[src/hw/rtl/sbit_pkg.sv]
// Shared widths, register indexes and pipeline word type for the segment/box test.
package sbit_pkg;

  // Field widths
  localparam int COORD_W   = 19;
  localparam int BOX_W     = 13;
  localparam int FRAC_MAX  = 8;
  localparam int EDGE_W    = BOX_W + FRAC_MAX;
  // Slab offsets (q) cover a signed coordinate minus a scaled edge at the widest fraction
  localparam int QW        = ((COORD_W > EDGE_W + 1) ? COORD_W : EDGE_W + 1) + 1;
  // Segment deltas and their magnitudes
  localparam int DW        = COORD_W + 1;
  localparam int MW        = COORD_W;
  // Cross products of a ratio numerator with a denominator
  localparam int PW        = QW + MW;

  // One clip step per rectangle side, two register stages per step, one setup stage
  localparam int STEPS     = 4;
  localparam int LATENCY   = 1 + 2 * STEPS;

  // Configuration register indexes
  localparam int CFG_IDX_W = 8;
  localparam logic [CFG_IDX_W-1:0] REG_BOX_LEFT   = CFG_IDX_W'(0);
  localparam logic [CFG_IDX_W-1:0] REG_BOX_BOTTOM = CFG_IDX_W'(1);
  localparam logic [CFG_IDX_W-1:0] REG_BOX_RIGHT  = CFG_IDX_W'(2);
  localparam logic [CFG_IDX_W-1:0] REG_BOX_TOP    = CFG_IDX_W'(3);

  // Clip side handled by a step, in processing order
  localparam int unsigned SIDE_LEFT   = 0;
  localparam int unsigned SIDE_RIGHT  = 1;
  localparam int unsigned SIDE_BOTTOM = 2;
  localparam int unsigned SIDE_TOP    = 3;

  // Word carried down the pipeline
  typedef struct packed {
    logic                  ep;
    logic                  hit;
    logic signed [DW-1:0]  dx;
    logic signed [DW-1:0]  dy;
    logic signed [QW-1:0]  q_left;
    logic signed [QW-1:0]  q_right;
    logic signed [QW-1:0]  q_bottom;
    logic signed [QW-1:0]  q_top;
    logic [MW-1:0]         t0n;
    logic [MW-1:0]         t0d;
    logic [MW-1:0]         t1n;
    logic [MW-1:0]         t1d;
  } seg_t;

endpackage

[src/hw/rtl/sbit_step.sv]
// One Liang-Barsky clip step: cross products, then window compare and update.
module sbit_step #(
  parameter int unsigned SIDE = 0
) (
  input  logic           clk,
  input  logic           rst_n,
  input  logic           in_valid,
  input  sbit_pkg::seg_t in_seg,
  output logic           out_valid,
  output sbit_pkg::seg_t out_seg
);
  import sbit_pkg::*;

  logic signed [DW-1:0] p;
  logic signed [DW-1:0] rd_full;
  logic signed [QW-1:0] q;
  logic signed [QW-1:0] rn;
  logic [MW-1:0]        rd;
  logic                 p_neg;
  logic signed [PW-1:0] prod_a, prod_b, prod_c, prod_d;

  logic                 mid_valid_r;
  seg_t                 mid_seg_r;
  logic signed [QW-1:0] rn_r;
  logic [MW-1:0]        rd_r;
  logic                 p_zero_r, p_neg_r, q_neg_r;
  logic signed [PW-1:0] pa_r, pb_r, pc_r, pd_r;

  seg_t                 seg_nxt;
  logic                 out_valid_r;
  seg_t                 out_seg_r;

  // Direction and offset for this side
  always_comb begin
    unique case (SIDE)
      SIDE_LEFT: begin
        p = -in_seg.dx;
        q = in_seg.q_left;
      end
      SIDE_RIGHT: begin
        p = in_seg.dx;
        q = in_seg.q_right;
      end
      SIDE_BOTTOM: begin
        p = -in_seg.dy;
        q = in_seg.q_bottom;
      end
      SIDE_TOP: begin
        p = in_seg.dy;
        q = in_seg.q_top;
      end
      default: begin
        p = '0;
        q = '0;
      end
    endcase
  end

  // Ratio q/p with a non-negative denominator
  assign p_neg   = p[DW-1];
  assign rn      = p_neg ? -q : q;
  assign rd_full = p_neg ? -p : p;
  assign rd      = rd_full[MW-1:0];

  // Cross products against both window bounds
  assign prod_a = rn * $signed({1'b0, in_seg.t1d});
  assign prod_b = $signed({1'b0, in_seg.t1n}) * $signed({1'b0, rd});
  assign prod_c = rn * $signed({1'b0, in_seg.t0d});
  assign prod_d = $signed({1'b0, in_seg.t0n}) * $signed({1'b0, rd});

  // Product stage: valid bit
  always_ff @(posedge clk) begin
    if (!rst_n) begin
      mid_valid_r <= 1'b0;
    end else begin
      mid_valid_r <= in_valid;
    end
  end

  // Product stage: payload
  always_ff @(posedge clk) begin
    mid_seg_r <= in_seg;
    rn_r      <= rn;
    rd_r      <= rd;
    p_zero_r  <= (p == '0);
    p_neg_r   <= p_neg;
    q_neg_r   <= q[QW-1];
    pa_r      <= prod_a;
    pb_r      <= prod_b;
    pc_r      <= prod_c;
    pd_r      <= prod_d;
  end

  // Window update: entering ratios raise t0, leaving ratios lower t1, an empty window misses
  always_comb begin
    seg_nxt = mid_seg_r;
    if (mid_seg_r.hit) begin
      if (p_zero_r) begin
        // parallel to this side: outside the slab misses
        if (q_neg_r) begin
          seg_nxt.hit = 1'b0;
        end
      end else if (p_neg_r) begin
        if (pa_r > pb_r) begin
          seg_nxt.hit = 1'b0;
        end else if (pc_r > pd_r) begin
          seg_nxt.t0n = rn_r[MW-1:0];
          seg_nxt.t0d = rd_r;
        end
      end else begin
        if (pd_r > pc_r) begin
          seg_nxt.hit = 1'b0;
        end else if (pb_r > pa_r) begin
          seg_nxt.t1n = rn_r[MW-1:0];
          seg_nxt.t1d = rd_r;
        end
      end
    end
  end

  // Compare stage: valid bit
  always_ff @(posedge clk) begin
    if (!rst_n) begin
      out_valid_r <= 1'b0;
    end else begin
      out_valid_r <= mid_valid_r;
    end
  end

  // Compare stage: payload
  always_ff @(posedge clk) begin
    out_seg_r <= seg_nxt;
  end

  assign out_valid = out_valid_r;
  assign out_seg   = out_seg_r;

endmodule

[config.mk]
export PLATFORM = sky130hd
export DESIGN_NAME = sbit_step
export DESIGN_NICKNAME = d
export VERILOG_FILES = /design/src/hw/rtl/sbit_pkg.sv /design/src/hw/rtl/sbit_step.sv
export SDC_FILE = /design/constraint.sdc
export NUM_CORES = 2
export LEC_CHECK = 0
export ABC_AREA = 1
export BUFFER_PORTS_ARGS = -buffer_cell sky130_fd_sc_hd__buf_2
export CELL_PAD_IN_SITES_DETAIL_PLACEMENT = 1
export CELL_PAD_IN_SITES_GLOBAL_PLACEMENT = 2
export CORE_UTILIZATION = 37
export CTS_BUF_LIST = sky130_fd_sc_hd__clkbuf_4
export CTS_CLUSTER_DIAMETER = 100
export DETAILED_ROUTE_END_ITERATION = 7
export PLACE_DENSITY_LB_ADDON = 0.1
export SLEW_MARGIN = 0
export SYNTH_ARGS = -nofsm -noshare
export SYNTH_HDL_FRONTEND = slang
export SYNTH_SLANG_ARGS = --single-unit
[constraint.sdc]
create_clock -name clk -period 9.3 [get_ports clk]
set_clock_uncertainty 0.15 [all_clocks]
set_input_delay 0 -clock clk [delete_from_list [all_inputs] [get_ports clk]]
set_output_delay 0 -clock clk [all_outputs]
set_load 0.03 [all_outputs]
# Yosys cells after proc, flatten, opt, wreduce, memory -nomap -nowiden
# Index checks and enable logic that the tools add are counted.
# totals
reg_bits	623
input_bits	213
out_inout_bits	211
# op_classes
add_sub_neg	3
n_mul	4
order_cmp	4
n_mux	15
n_reduce_logical	1
# ops
op	n
38-bit two-way mux	6
76-bit two-way mux	2
39-bit by 42-bit > comparator with 1-bit output	2
42-bit by 39-bit > comparator with 1-bit output	2
23-bit by 20-bit multiplier with 42-bit output	2
19-bit by 19-bit multiplier with 38-bit output	2
23-bit two-way mux	1
23-bit negator	1
20-bit logical NOT	1
20-bit negator	1
19-bit two-way mux	1
19-bit negator	1
1-bit two-way mux	5

# Longest topological paths before layout
# depth
word_depth	6
ltp_mapped	40
ltp_nobuf	39

# Worst setup path after synthesis
# Ideal clock, no wire load.
# synth_timing
kind	input-to-reg
startpoint	in in_seg[145] (netlist name)
endpoint	reg pa_r[40]
setup_ns	0.072
arrival_ns	7.121
required_time_ns	9.078
slack_ns	1.957
path_stages	29
path_cell_list	clkbuf_1 > buf_1 > inv_1 > ha_1 > inv_1 > nor2_1 > nand3_1 > xor2_1 > nand2_1 > nand2_2 > buf_2 > nor2_1 > fa_1 > fa_1 > fa_1 > fa_1 > inv_1 > fa_1 > fa_1 > inv_1 > fa_1 > ha_1 > nand2_1 > nor2_1 > inv_1 > nor4_1 > o21ai_0 > nand3_1 > xor2_1
# synth_between
elab_chain_len	3
# synth_rtl
element	line_no	source
start: declaration	sbit_step.sv:8	input sbit_pkg::seg_t in_seg,
23-bit negator	sbit_step.sv:61	assign rn = p_neg ? -q : q;
23-bit two-way mux *	sbit_step.sv:61	
23-bit by 20-bit multiplier with 42-bit output *	sbit_step.sv:66	assign prod_a = rn * $signed({1'b0, in_seg.t1d});
net prod_a[40]	sbit_step.sv:20	logic signed [PW-1:0] prod_a, prod_b, prod_c, prod_d;
end signal: assignment	sbit_step.sv:88	pa_r <= prod_a;
end: declaration	sbit_step.sv:27	logic signed [PW-1:0] pa_r, pb_r, pc_r, pd_r;
# The timed path passes the listed nets; every way through them passes the cells marked *.
# A chain may end at the register's enable or synchronous reset.

# Final worst setup path
# layout_timing
startpoint	in in_seg[200] (netlist name)
endpoint	reg pb_r[34]
# layout_between
elab_chain_len	4
# layout_rtl
element	line_no	source
20-bit negator *	sbit_step.sv:37	p = -in_seg.dx;
19-bit negator	sbit_step.sv:62	assign rd_full = p_neg ? -p : p;
19-bit two-way mux *	sbit_step.sv:62	
19-bit by 19-bit multiplier with 38-bit output *	sbit_step.sv:67	assign prod_b = $signed({1'b0, in_seg.t1n}) * $signed({1'b0, rd});
net prod_b[34]	sbit_step.sv:20	
end signal: assignment	sbit_step.sv:89	pb_r <= prod_b;
end: declaration	sbit_step.sv:27	
# Marks and branches as above.

==> results.cfg <==
[detailed_routing]
drtAntennaViolNets = 0
drt_iter0_drc = 3473
first_pass_iters = 7
routed_wire_length_per_instance_um = 24.5
totalWireLength_um = 303000
vias_per_cell = 4.94
post-route-drc-count = 142
route.vias.total = 61300

[global_routing]
grt_first_pass_wirelength_um = 454000
gr-total-overflow = 0
overall_track_demand_over_capacity_in_global_routing_pct = 30.3
grt_util_met3_pct = 3.18
initial_antenna_violation_count = 30
grt.busiest_layer = met2
grt_start_max_net_pins = 41
groute.layer.met1.usage_pct = 38.9
global_route.usage.met2_pct = 51.7
grt_pass1_vias = 69200

[setup_path]
required_time_of_the_critical_path_ns = 10.17
start_kind = primary input
cp.arrival_ns = 10.00
critical_path.max_stage_delay_ns = 0.60
crit-reg2reg-launch = pc_r[33]
critical_path_peak_fanout = 16
critical_path.slowest_cell = dlygate4sd3_1
critPathKind = primary input to register
crit_path_start = in_seg[200]
critical_path.most_common_cell = nand2_1
timing.critical_path.to_type = register

[clock_tree]
cts-root-buf = clkbuf_4
clk_transition_reported_paths_ns = 0.07
tritoncts = built
worst_skew_pair.late_latency_ns = 1.19
h-tree-depth = 4
clk_path_buf_depth = 3
cts.sink_count = 620
tritoncts.num_buffers = 175

[place]
portBuffers = 423
place.detailed.hpwl_um = 231000
gp_routability_congestion = 0.910
dpl_cell_area_um2 = 79200

[logic_synthesis]
synth_top_area_share_pct = 39.4
yosys_warnings = 0
number_of_flops_mapped_to_enable_cells_by_yosys = 0
largest_area_contributor_in_the_synthesized_netlist = fa_1
synth_seq_area_share_pct = 16.7
postSynthNetCount = 10800
synthesized_cell_area_um2 = 74400
yosysUniqueCellTypes = 54
post_synthesis_sequential_element_count = 620
synth_async_sr_flop_share_pct = 0
syn-mean-instance-area_um2 = 8.64
synth.top_cells.by_area = fa_1 (39%), dfxtp_1 (17%), inv_1 (10%)
synth_ff_type = dfxtp_1
netlist_instances = 8619

[status]
violations = design-rule violations
run_status = finished, violations left

[floorplanning]
i_o_pin_total = 424
design.core.area_um2 = 200000
die_height_um = 451
die_area_um2 = 203000
core.rowCount = 164
floorplan.die.width_um = 451
initial_core_util_pct = 37.2

[hold_path]
hold_path_class = register to register
min-delay-start = mid_seg_r[198]

[sta]
final_critical_delay_including_setup_and_external_delays_ns = 9.13
min_period_over_period_pct = 98.1
maxClockFrequency_mhz = 110
final.hold.worst_slack_ns = 0.114
final-max-slew-violation-count = 0
max_slew_margin_pct = 25.7
report.final.setup_viol = 0
timing_hold_violations_final = 0
max_slew.worst_pin.slew_ns = 1.11

[final_layout]
post-route-util_pct = 43.6
finalNetCount = 11800
leading_cell_type_in_the_layout_fill_and_taps_excluded = inv_1
area_delta_synth_final_pct = 17.1
drive_gt1_share_pct = 10.4
layout_filler_cell_count = 23800
post-route-cell-area_um2 = 87200
mostFrequentLayoutCells = inv_1 (2027), nand2_1 (1671), fa_1 (1462)

[run]
max_cap_viol_count = 0
## logic make-up after synthesis
kind of cell	share of synthesized area (%)
AOI/OAI and AO/OA	4.06
xor gates and xnor gates	2.00
adders and majority gates	48.6
buffers and inverters	12.4
DFF	16.7
and+or+nand+nor	16.2
## cell usage after synthesis (8+ instances only)
cell      count
inv_2        38
and3_1        8
xor2_1      119
nand2_2      49
nor3_1       31
clkinv_1     21
o21bai_1     19
a21o_1       29
dfxtp_1     620
buf_6        20
nor2_4        8
buf_4        23
nand3_1     202
nor2_2       27
nor4_1       14
a21oi_1     216
nand2_1    1672
nand4_1      72
fa_1       1464
xnor2_1      51
o21ai_1       8
clkbuf_1    140
a21oi_2      47
inv_1      2029
o21ai_0     112
nor2_1      808
o21a_1       13
nand2_4      10
ha_1        550
a31oi_1      28
buf_2        98
nand3b_1      8
## worst paths after layout
path,to,slack [ns],cells past startpoint
worst max register to register,out_seg[38],4.74,11
worst min register to register,out_seg[198],0.11,0
worst min-delay path,out_seg[198],0.11,0
worst max-delay path,pb_r[34],0.17,39
## cell type report
type	instances	area, µm²	area share [%]
Multi-Input combinational cell	5628	52900	60.6
Sequential cell	620	12400	14.2
Timing Repair Buffer	1083	8490	9.74
Inverter	2088	7850	9.01
Tap cell	2656	3320	3.81
Clock buffer	242	1820	2.08
Clock inverter	65	398	0.456
Antenna cell	21	52.6	0.0603
## critical path: cells and delay by family
family	cells	cell delay, ns
AND/OR/NAND/NOR	20	2.78
buffers and inverters	11	3.42
XOR/XNOR	1	0.32
adder cells (fa/ha/maj)	7	3.44
## metrics by stage
| stage | setup TNS [ns] | setup WS [ns] | std cells |
|---|---|---|---|
| 2_1_floorplan | 0 | 1.96 | 8619 |
| 3_3_place_gp | 0 | 0.753 | 11500 |
| 3_5_place_dp | 0 | 0.723 | 11500 |
| 4_1_cts | 0 | 0.304 | 12400 |
| 5_1_grt | -0.00705 | -0.00705 | 12400 |
| 6_report | 0 | 0.173 | 12400 |
## registers in the layout, summed over array words and instances, names as in the netlist
| name | cells |
|---|---|
| mid_seg_r | 208 |
| rn_r | 19 |
| rd_r | 19 |
| pd_r | 38 |
| pc_r | 42 |
| pb_r | 38 |
| p_zero_r | 1 |
| p_neg_r | 1 |
| out_valid | 1 |
| pa_r | 42 |
| mid_valid_r | 1 |
| out_seg | 210 |
## timing repair
| item | CTS | global route |
|---|---|---|
| buffers inserted | 0 | 1 |
| gates resized for setup | 0 | 17 |
| hold endpoints to repair | 295 | 0 |
| setup endpoints to repair | 0 | 25 |
| hold buffers | 562 | 0 |
## layer usage
layer | share of wire (%) | vias to the layer above
met3 | 4.1 | 440
met4 | 4.8 | 4
met1 | 42 | 32000
met2 | 49 | 1553
li1 | - | 27300
met5 | 0.0073 | -
Power is left out: the tool's default activity adds up to more than one toggle a clock period on the data nets, which glitch-free logic cannot reach.
